<file path="src/design/dpwq_pkg.sv">
// Package for the delayed priority warning queue.
// Field widths, request codes, sequencer states and the list entry type.
package dpwq_pkg;

  localparam int NumIdsDefault = 32;
  localparam int ReqW          = 3;
  localparam int IdW           = 5;
  localparam int PrioW         = 16;
  localparam int DelayW        = 16;

  typedef enum logic [ReqW-1:0] {
    ReqInsert   = 3'd0,
    ReqRemove   = 3'd1,
    ReqDecrease = 3'd2,
    ReqPop      = 3'd3,
    ReqClear    = 3'd4
  } req_e;

  typedef enum logic [3:0] {
    StIdle,
    StDispatch,
    StScanRd,
    StScanChk,
    StShRd,
    StShWr,
    StInsWr,
    StDecRd,
    StDecWr,
    StHeadRd,
    StHeadCap
  } state_e;

  typedef struct packed {
    logic [IdW-1:0]    id;
    logic [PrioW-1:0]  prio;
    logic [DelayW-1:0] delay;
  } entry_t;

endpackage

</file>
<file path="src/design/dpwq_req_if.sv">
// Request channel interface: valid/ready plus the request fields.
// Depends on dpwq_pkg.
interface dpwq_req_if;
  logic                        valid;
  logic                        ready;
  logic [dpwq_pkg::ReqW-1:0]   req_type;
  logic [dpwq_pkg::IdW-1:0]    warning_id;
  logic [dpwq_pkg::PrioW-1:0]  priority_req;
  logic [dpwq_pkg::DelayW-1:0] trigger_delay;
  logic [dpwq_pkg::DelayW-1:0] decrement;

  modport source (output valid, req_type, warning_id, priority_req, trigger_delay,
                  decrement, input ready);
  modport sink (input valid, req_type, warning_id, priority_req, trigger_delay,
                decrement, output ready);
endinterface

</file>
<file path="src/design/dpwq_res_if.sv">
// Result channel interface: valid/ready plus the result fields.
// Depends on dpwq_pkg; CntW sizes head id and count.
interface dpwq_res_if #(
  parameter int CntW = 6
);
  logic                       valid;
  logic                       ready;
  logic                       done_res;
  logic [dpwq_pkg::IdW-1:0]   popped_id;
  logic [dpwq_pkg::PrioW-1:0] popped_priority;
  logic [CntW-1:0]            head_id;
  logic [CntW-1:0]            entry_count;

  modport source (output valid, done_res, popped_id, popped_priority, head_id,
                  entry_count, input ready);
  modport sink (input valid, done_res, popped_id, popped_priority, head_id,
                entry_count, output ready);
endinterface

</file>
<file path="src/design/delayed_priority_warning_queue.sv">
// Delayed priority warning queue: sorted list in one synchronous RAM, walked by a sequencer.
// A request is dispatched, then scans, shifts or decrements entries as its type needs (an insert
// also writes the new entry, and an insert into an empty list goes straight to that write), then
// reads the head entry and loads the result once the output register is free. One transaction at a
// time; the next request is accepted the cycle after the result loads. Reset: asynchronous, empties list.
// Depends on dpwq_pkg, dpwq_req_if, dpwq_res_if.
module delayed_priority_warning_queue #(
  parameter int NUM_IDS = dpwq_pkg::NumIdsDefault,
  parameter int CntW    = $clog2(NUM_IDS + 1)
) (
  input  logic       clk_i,
  input  logic       rst_ni,
  dpwq_req_if.sink   req_i,
  dpwq_res_if.source res_o
);

  localparam int PosW = $clog2(NUM_IDS);

  dpwq_pkg::entry_t mem [NUM_IDS];
  dpwq_pkg::entry_t rd_data_q;
  logic [PosW-1:0]  rd_addr;
  logic             wr_en;
  logic [PosW-1:0]  wr_addr;
  dpwq_pkg::entry_t wr_data;

  dpwq_pkg::state_e state_q, state_d;
  logic [CntW-1:0]  occ_q, occ_d;
  logic [CntW-1:0]  idx_q, idx_d;
  logic [CntW-1:0]  pos_q, pos_d;
  logic             found_q, found_d;
  logic             done_q, done_d;
  logic [dpwq_pkg::IdW-1:0]   pid_q, pid_d;
  logic [dpwq_pkg::PrioW-1:0] pprio_q, pprio_d;

  logic [dpwq_pkg::ReqW-1:0]   req_type_q;
  logic [dpwq_pkg::IdW-1:0]    wid_q;
  logic [dpwq_pkg::PrioW-1:0]  prio_q;
  logic [dpwq_pkg::DelayW-1:0] delay_q;
  logic [dpwq_pkg::DelayW-1:0] dec_q;

  logic                       out_valid_q, out_valid_d;
  logic                       out_load;
  logic                       out_done_q;
  logic [dpwq_pkg::IdW-1:0]   out_pid_q;
  logic [dpwq_pkg::PrioW-1:0] out_pprio_q;
  logic [CntW-1:0]            out_head_q, out_head_d;
  logic [CntW-1:0]            out_cnt_q;

  logic            accept;
  logic [CntW-1:0] idx_p1, idx_m1;
  logic            last;
  logic            is_insert;
  dpwq_pkg::req_e  req;

  assign accept    = req_i.valid && req_i.ready;
  assign idx_p1    = idx_q + CntW'(1);
  assign idx_m1    = idx_q - CntW'(1);
  assign last      = (idx_p1 == occ_q);
  assign req       = dpwq_pkg::req_e'(req_type_q);
  assign is_insert = (req == dpwq_pkg::ReqInsert);

  always_ff @(posedge clk_i) begin
    if (wr_en) begin
      mem[wr_addr] <= wr_data;
    end
    rd_data_q <= mem[rd_addr];
  end

  always_ff @(posedge clk_i) begin
    if (accept) begin
      req_type_q <= req_i.req_type;
      wid_q      <= req_i.warning_id;
      prio_q     <= req_i.priority_req;
      delay_q    <= req_i.trigger_delay;
      dec_q      <= req_i.decrement;
    end
    if (out_load) begin
      out_done_q  <= done_q;
      out_pid_q   <= pid_q;
      out_pprio_q <= pprio_q;
      out_head_q  <= out_head_d;
      out_cnt_q   <= occ_q;
    end
    idx_q   <= idx_d;
    pos_q   <= pos_d;
    found_q <= found_d;
    done_q  <= done_d;
    pid_q   <= pid_d;
    pprio_q <= pprio_d;
  end

  always_ff @(posedge clk_i or negedge rst_ni) begin
    if (!rst_ni) begin
      state_q     <= dpwq_pkg::StIdle;
      occ_q       <= '0;
      out_valid_q <= 1'b0;
    end else begin
      state_q     <= state_d;
      occ_q       <= occ_d;
      out_valid_q <= out_valid_d;
    end
  end

  always_comb begin
    state_d    = state_q;
    occ_d      = occ_q;
    idx_d      = idx_q;
    pos_d      = pos_q;
    found_d    = found_q;
    done_d     = done_q;
    pid_d      = pid_q;
    pprio_d    = pprio_q;
    rd_addr    = '0;
    wr_en      = 1'b0;
    wr_addr    = idx_q[PosW-1:0];
    wr_data    = rd_data_q;
    out_load   = 1'b0;
    out_head_d = (occ_q == '0) ? CntW'(NUM_IDS) : CntW'(rd_data_q.id);

    unique case (state_q)
      dpwq_pkg::StIdle: begin
        if (accept) begin
          state_d = dpwq_pkg::StDispatch;
        end
      end
      dpwq_pkg::StDispatch: begin
        done_d  = 1'b0;
        pid_d   = '0;
        pprio_d = '0;
        idx_d   = '0;
        found_d = 1'b0;
        pos_d   = occ_q;
        state_d = dpwq_pkg::StHeadRd;
        unique case (req) inside
          dpwq_pkg::ReqInsert: begin
            if (32'(wid_q) < 32'(NUM_IDS) && 32'(occ_q) < 32'(NUM_IDS)) begin
              state_d = (occ_q == '0) ? dpwq_pkg::StInsWr : dpwq_pkg::StScanRd;
            end
          end
          dpwq_pkg::ReqRemove, dpwq_pkg::ReqPop: begin
            if (occ_q != '0) begin
              state_d = dpwq_pkg::StScanRd;
            end
          end
          dpwq_pkg::ReqDecrease: begin
            if (occ_q != '0) begin
              state_d = dpwq_pkg::StDecRd;
            end
          end
          dpwq_pkg::ReqClear: begin
            occ_d = '0;
          end
          default: ;
        endcase
      end
      dpwq_pkg::StScanRd: begin
        rd_addr = idx_q[PosW-1:0];
        state_d = dpwq_pkg::StScanChk;
      end
      dpwq_pkg::StScanChk: begin
        state_d = last ? dpwq_pkg::StHeadRd : dpwq_pkg::StScanRd;
        idx_d   = idx_p1;
        if (is_insert) begin
          if (rd_data_q.id == wid_q) begin
            state_d = dpwq_pkg::StHeadRd;
          end else begin
            if (!found_q && prio_q >= rd_data_q.prio) begin
              pos_d   = idx_q;
              found_d = 1'b1;
            end
            if (last) begin
              idx_d   = occ_q;
              state_d = dpwq_pkg::StShRd;
            end
          end
        end else if ((req == dpwq_pkg::ReqRemove && rd_data_q.id == wid_q) ||
                     (req == dpwq_pkg::ReqPop && rd_data_q.delay == '0)) begin
          done_d  = 1'b1;
          idx_d   = idx_q;
          state_d = dpwq_pkg::StShRd;
          if (req == dpwq_pkg::ReqPop) begin
            pid_d   = rd_data_q.id;
            pprio_d = rd_data_q.prio;
          end
        end
      end
      dpwq_pkg::StShRd: begin
        if (is_insert) begin
          rd_addr = idx_m1[PosW-1:0];
          state_d = (idx_q == pos_q) ? dpwq_pkg::StInsWr : dpwq_pkg::StShWr;
        end else begin
          rd_addr = idx_p1[PosW-1:0];
          if (last) begin
            occ_d   = occ_q - CntW'(1);
            state_d = dpwq_pkg::StHeadRd;
          end else begin
            state_d = dpwq_pkg::StShWr;
          end
        end
      end
      dpwq_pkg::StShWr: begin
        wr_en   = 1'b1;
        idx_d   = is_insert ? idx_m1 : idx_p1;
        state_d = dpwq_pkg::StShRd;
      end
      dpwq_pkg::StInsWr: begin
        wr_en   = 1'b1;
        wr_addr = pos_q[PosW-1:0];
        wr_data = '{id: wid_q, prio: prio_q, delay: delay_q};
        occ_d   = occ_q + CntW'(1);
        done_d  = 1'b1;
        state_d = dpwq_pkg::StHeadRd;
      end
      dpwq_pkg::StDecRd: begin
        rd_addr = idx_q[PosW-1:0];
        state_d = dpwq_pkg::StDecWr;
      end
      dpwq_pkg::StDecWr: begin
        wr_en         = 1'b1;
        wr_data.delay = (rd_data_q.delay < dec_q) ? '0 : rd_data_q.delay - dec_q;
        idx_d         = idx_p1;
        state_d       = last ? dpwq_pkg::StHeadRd : dpwq_pkg::StDecRd;
      end
      dpwq_pkg::StHeadRd: begin
        state_d = dpwq_pkg::StHeadCap;
      end
      dpwq_pkg::StHeadCap: begin
        if (!out_valid_q || res_o.ready) begin
          out_load = 1'b1;
          state_d  = dpwq_pkg::StIdle;
        end
      end
      default: state_d = dpwq_pkg::StIdle;
    endcase
  end

  assign out_valid_d = out_load || (out_valid_q && !res_o.ready);

  assign req_i.ready           = (state_q == dpwq_pkg::StIdle);
  assign res_o.valid           = out_valid_q;
  assign res_o.done_res        = out_done_q;
  assign res_o.popped_id       = out_pid_q;
  assign res_o.popped_priority = out_pprio_q;
  assign res_o.head_id         = out_head_q;
  assign res_o.entry_count     = out_cnt_q;

endmodule

</file>
<file path="src/flat_wrapper.sv">
// flat-port wrapper written by rule: the top's interface ports become plain ports
module delayed_priority_warning_queue_flat 
#(
  parameter int NUM_IDS = dpwq_pkg::NumIdsDefault,
  parameter int CntW    = $clog2(NUM_IDS + 1)
)
  (clk_i, rst_ni, req_i_valid, req_i_req_type, req_i_warning_id, req_i_priority_req, req_i_trigger_delay, req_i_decrement, req_i_ready, res_o_valid, res_o_done_res, res_o_popped_id, res_o_popped_priority, res_o_head_id, res_o_entry_count, res_o_ready);
  dpwq_req_if req_i_i ();
  dpwq_res_if #(.CntW(CntW)) res_o_i ();
  input  logic clk_i;
  input  logic rst_ni;
  input wire logic [$bits(req_i_i.valid)-1:0] req_i_valid;
  input wire logic [$bits(req_i_i.req_type)-1:0] req_i_req_type;
  input wire logic [$bits(req_i_i.warning_id)-1:0] req_i_warning_id;
  input wire logic [$bits(req_i_i.priority_req)-1:0] req_i_priority_req;
  input wire logic [$bits(req_i_i.trigger_delay)-1:0] req_i_trigger_delay;
  input wire logic [$bits(req_i_i.decrement)-1:0] req_i_decrement;
  output wire logic [$bits(req_i_i.ready)-1:0] req_i_ready;
  output wire logic [$bits(res_o_i.valid)-1:0] res_o_valid;
  output wire logic [$bits(res_o_i.done_res)-1:0] res_o_done_res;
  output wire logic [$bits(res_o_i.popped_id)-1:0] res_o_popped_id;
  output wire logic [$bits(res_o_i.popped_priority)-1:0] res_o_popped_priority;
  output wire logic [$bits(res_o_i.head_id)-1:0] res_o_head_id;
  output wire logic [$bits(res_o_i.entry_count)-1:0] res_o_entry_count;
  input wire logic [$bits(res_o_i.ready)-1:0] res_o_ready;
  assign req_i_i.valid = req_i_valid;
  assign req_i_i.req_type = req_i_req_type;
  assign req_i_i.warning_id = req_i_warning_id;
  assign req_i_i.priority_req = req_i_priority_req;
  assign req_i_i.trigger_delay = req_i_trigger_delay;
  assign req_i_i.decrement = req_i_decrement;
  assign req_i_ready = req_i_i.ready;
  assign res_o_valid = res_o_i.valid;
  assign res_o_done_res = res_o_i.done_res;
  assign res_o_popped_id = res_o_i.popped_id;
  assign res_o_popped_priority = res_o_i.popped_priority;
  assign res_o_head_id = res_o_i.head_id;
  assign res_o_entry_count = res_o_i.entry_count;
  assign res_o_i.ready = res_o_ready;
  delayed_priority_warning_queue #(.NUM_IDS(NUM_IDS), .CntW(CntW)) u_core (.clk_i(clk_i), .rst_ni(rst_ni), .req_i(req_i_i), .res_o(res_o_i));
endmodule
</file>
<file path="config.mk">
export PLATFORM = sky130hd
export DESIGN_NAME = delayed_priority_warning_queue_flat
export DESIGN_NICKNAME = d
export VERILOG_FILES = /design/src/design/dpwq_pkg.sv /design/src/design/dpwq_req_if.sv /design/src/design/dpwq_res_if.sv /design/src/design/delayed_priority_warning_queue.sv /design/src/flat_wrapper.sv
export SDC_FILE = /design/constraint.sdc
export NUM_CORES = 2
export LEC_CHECK = 0
export ABC_AREA = 1
export ABC_CLOCK_PERIOD_IN_PS = 3900
export BUFFER_PORTS_ARGS = -buffer_cell sky130_fd_sc_hd__buf_2
export CORE_UTILIZATION = 35
export CTS_CLUSTER_DIAMETER = 200
export DETAILED_ROUTE_END_ITERATION = 10
export PLACE_DENSITY = 0.48
export SLEW_MARGIN = 10
export SYNTH_ARGS = -nofsm -noshare
export SYNTH_HDL_FRONTEND = slang
export SYNTH_SLANG_ARGS = --single-unit
</file>
<file path="constraint.sdc">
create_clock -name clk_i -period 3.9 [get_ports clk_i]
set_input_delay 0.39 -clock clk_i [delete_from_list [all_inputs] [get_ports clk_i]]
set_output_delay 0.39 -clock clk_i [all_outputs]
set_load 0.01 [all_outputs]
</file>
==> out/summary.md <==
## Status
• **outcome** completed

## Power
• **power density of the placed cells** 772 nW/um^2
• **internal portion of total power** 33.0 mW
• **net switching power figure** 21.4 mW
• **portion of total power attributed to combinational logic** 0.374
• **worst supply voltage drop on vdd** 0.671 mV
• **part of the power in registers** 0.369
• **static leakage** 28.6 nW
• **Tot Pwr** 54.4 mW
• **proportion of power drawn by the clock network** 0.258
• **sw frac** 0.393

## Routing
• **remaining routing DRC violations** 0
• **DR vias/cell** 5.02
• **wire length per cell** 23.1 um
• **total wirelength of the detailed-routed design** 192,000 um
• **first-iteration detailed-routing DRC count** 3,783
• **met1 WL** 84,300 um
• **wire length on met3** 9060 um
• **Routed Antenna Nets** 0
• **Met2 Wirelength** 93,200 um
• **overall via count from detail_route** 41,700
• **top routing layer in use** met4
• **first-pass iteration count of the detailed router** 7

## Yosys
• **share of synthesized area occupied by flip-flops and latches** 0.665
• **leading register cell type out of synthesis** sky130_fd_sc_hd__edfxtp_1
• **count of cell types in the netlist** 44
• **fraction of synthesis flops using an asynchronous set or reset pin** 0.00811
• **flop and latch count out of synthesis** 1,357
• **Synthesized Nets** 5,827
• **combined area of all synthesized cells** 60,600 um^2
• **Post-synth EDFFs** 1,309
• **Warnings, synthesis** 0
• **number of instances in the synthesized netlist** 5,727
• **syn avg cell area** 10.6 um^2

## Setup path
• **Critical Path RT** 4.40 ns
• **category of the critical setup timing path** flip-flop to flip-flop
• **maximum fanout count along the critical path** 32
• **CP Launch Type** flip-flop
• **arrival time of data at the critical path endpoint** 4.15 ns
• **crit end category** flip-flop

## Timing
• **worst slew margin relative to its limit** 0.198
• **max frequency** 274 MHz
• **minimum clock period** 3.65 ns
• **pin slew with the least headroom to its limit** 1.20 ns
• **worst clock skew** 0.0366 ns
• **worst hold slack** 0.307 ns
• **fin. max-slew vios** 0
• **Setup violations, final** 0
• **RSZ-0062 raised after global routing** false
• **ratio of final minimum period to clock period** 0.935
• **Final TNS setup** 0 ns
• **final hold violations** 0

## GRT
• **maximum number of pins on one net before global-route repair** 112
• **Tot GR Track Use** 0.218
• **GRT Residual Overflow** 0
• **number of global-route vias before repair** 40,100
• **initial antenna violation count** 2
• **global-route wire length before repair** 278,000 um

## Floorplanning
• **initial standard-cell utilization of the core** 0.353
• **count of standard-cell rows** 152
• **CORE AREA** 172,000 um^2
• **Die X** 418 um
• **Die Outline Area** 175,000 um^2
• **Vert. Die Dim** 418 um
• **I/O pin count** 96

## Finish
• **FF/Latch Area** 40,300 um^2
• **Net count, final** 5,992
• **# fillers** 16,500
• **share of cells above drive strength 1** 0.0970
• **final core occ** 0.410
• **final instance count without filler cells** 8,323
• **area taken by multi-input logic gates** 15,300 um^2
• **P&R area growth vs syn** 16.2%

## Clock tree
• **number of clock sinks** 1,357
• **Reg clk slew, reported paths** 0.06 ns
• **TritonCTS clock tree** yes
• **insertion delay of the later-clocked pin in the worst-skew pair** 0.81 ns
• **CTS H-Tree Depth** 4
• **library cell used as clock root buffer** sky130_fd_sc_hd__clkbuf_16
• **Longest Clk Path Bufs** 3
• **Num CTS Buffers** 150

## Hold path
• **worst min path class** primary input to flip-flop

## Place
• **post-detail-place hpwl** 104,000 um
• **Final GP Congestion** 0.873
• **number of placed instances, taps included** 7,990
• **Port Buffers** 95

## Run
• **max-capacitance violation count** 0

==> power groups by stage <==
stage / clock [mW] / sequential (mW) / combinational (mW)
6_report: 14.0 / 20.1 / 20.3
5_1_grt: 14.8 / 20.1 / 22.2
4_1_cts: 14.3 / 20.1 / 20.4
3_5_place_dp: 0 / 20.4 / 20.3
3_3_place_gp: 0 / 20.4 / 20.3
2_1_floorplan: 0 / 20.3 / 12.3
==> worst max-delay path, stage by stage, from the launching register on <==
cell	delay, ns
sky130_fd_sc_hd__dfxtp_1	0.33
sky130_fd_sc_hd__inv_1	0.07
sky130_fd_sc_hd__ha_1	0.14
sky130_fd_sc_hd__inv_1	0.07
sky130_fd_sc_hd__fa_1	0.38
sky130_fd_sc_hd__nand2_1	0.12
sky130_fd_sc_hd__nand2_1	0.07
sky130_fd_sc_hd__o21ai_0	0.19
sky130_fd_sc_hd__o21ai_0	0.21
sky130_fd_sc_hd__nand3_1	0.11
sky130_fd_sc_hd__nand2_1	0.05
sky130_fd_sc_hd__nand2_1	0.58
sky130_fd_sc_hd__inv_1	0.30
sky130_fd_sc_hd__nand2_1	0.14
sky130_fd_sc_hd__nand3_1	0.26
sky130_fd_sc_hd__buf_4	0.33
==> cell usage after synthesis, types with 8 or more instances <==
library cell               count  area, um^2
sky130_fd_sc_hd__nor3_1        8        40.0
sky130_fd_sc_hd__nand2_1    1012        3800
sky130_fd_sc_hd__xor2_1       16         140
sky130_fd_sc_hd__edfxtp_1   1309       39300
sky130_fd_sc_hd__clkbuf_1     75         282
sky130_fd_sc_hd__nand3b_1    262        1970
sky130_fd_sc_hd__inv_1      1032        3870
sky130_fd_sc_hd__o21ai_0      62         310
sky130_fd_sc_hd__nand4_1      11        68.8
sky130_fd_sc_hd__inv_2         8        30.0
sky130_fd_sc_hd__dfrtp_1      11         275
sky130_fd_sc_hd__buf_2       226        1130
sky130_fd_sc_hd__buf_1        15        56.3
sky130_fd_sc_hd__o211ai_1     10        75.1
sky130_fd_sc_hd__buf_4        11        82.6
sky130_fd_sc_hd__xnor2_1      10        87.6
sky130_fd_sc_hd__ha_1         38         475
sky130_fd_sc_hd__a21oi_1      37         185
sky130_fd_sc_hd__nand3_1    1383        6920
sky130_fd_sc_hd__dfxtp_1      37         741
sky130_fd_sc_hd__nor2_1      105         394
==> repair_timing <==
action	4_1_cts	5_1_grt
gates resized for setup	0	0
hold buffers	60	0
hold endpoints to repair	69	0
setup buffers	0	0
==> stage by stage <==
stage,setup WS (ns),area [um^2]
detailed placement,0.329,65100
floorplan,0.0958,60600
global placement,0.233,65100
CTS,0.320,70500
global route,0.163,70500
finish,0.252,70500
==> path summary, 6_finish.rpt <==
path	start	endpoint	slack (ns)	cells after the start
max in group asynchronous	rst_ni	u_core.occ_q[4]	2.74	3
min reg2reg	u_core.pprio_q[15]	u_core.res_o.popped_priority[15]	0.41	0
max	u_core.rd_data_q[0]	u_core.mem[3][1]	0.25	15
min in group asynchronous	rst_ni	u_core.occ_q[5]	0.73	3
max reg2reg	u_core.rd_data_q[0]	u_core.mem[3][1]	0.25	15
min	req_i_priority_req[15]	u_core.prio_q[15]	0.31	2
==> layer usage <==
layer  up-vias  global-route usage
met4         0              0.0709
met5         -                   0
li1      19600                   -
met2      1157               0.364
met1     20800               0.293
met3       267              0.0271
==> state kept, by name (all words and copies together), names as in the netlist, 5 cells and up <==
name,flops
u_core.prio_q,16
u_core.pos_q,6
u_core.mem,1184
u_core.res_o.head_id,6
u_core.res_o.entry_count,6
u_core.idx_q,6
u_core.dec_q,16
u_core.occ_q,6
u_core.wid_q,5
u_core.res_o.popped_id,5
u_core.pid_q,5
u_core.delay_q,16
u_core.rd_data_q,37
u_core.pprio_q,16
u_core.res_o.popped_priority,16
==> cell families after synthesis <==
kind of cell | Yosys count | share of synthesized area
AO/OA/AOI/OAI | 132 | 0.0122
XOR/XNOR | 26 | 0.00376
buffers and inverters | 1373 | 0.0907
flip-flops | 1357 | 0.665
adder cells (fa/ha/maj) | 40 | 0.00850
AND/OR/NAND/NOR | 2799 | 0.220
==> placed cells by master, fill, tap and decap left out, types with 7 or more instances in the layout <==
cell type                       Yosys  layout
sky130_fd_sc_hd__ha_1              38      38
sky130_fd_sc_hd__dlygate4sd3_1      0      60
sky130_fd_sc_hd__buf_2            226      95
sky130_fd_sc_hd__o21ai_2            1      17
sky130_fd_sc_hd__nand4_1           11      11
sky130_fd_sc_hd__clkinv_1           2      24
sky130_fd_sc_hd__dfxtp_1           37      37
sky130_fd_sc_hd__xnor2_1           10      10
sky130_fd_sc_hd__clkbuf_16          0     155
sky130_fd_sc_hd__buf_4             11     126
sky130_fd_sc_hd__nand3b_1         262     262
sky130_fd_sc_hd__nor2_1           105      72
sky130_fd_sc_hd__o211ai_1          10      10
sky130_fd_sc_hd__a21oi_1           37      36
sky130_fd_sc_hd__nor2_4             3      36
sky130_fd_sc_hd__inv_2              8       7
sky130_fd_sc_hd__dfrtp_1           11      11
sky130_fd_sc_hd__inv_1           1032    1032
sky130_fd_sc_hd__clkinv_2           0      27
sky130_fd_sc_hd__clkbuf_1          75      38
sky130_fd_sc_hd__o21ai_0           62      41
sky130_fd_sc_hd__bufinv_16          0      12
sky130_fd_sc_hd__nand3_1         1383    1383
sky130_fd_sc_hd__nand2_1         1012    1008
sky130_fd_sc_hd__edfxtp_1        1309    1309
sky130_fd_sc_hd__nor3_1             8       8
sky130_fd_sc_hd__xor2_1            16      16
sky130_fd_sc_hd__buf_12             0      61
==> cell type report <==
type                       count  area share
antenna                        3    0.000107
clock buffer                 195      0.0575
clock inverter                75      0.0104
inverter                    1044      0.0559
multi-input combinational   2997       0.217
sequential                  1357       0.572
tap                         2310      0.0410
timing repair buffer         342      0.0460
Power figures use the tool's default switching activity.
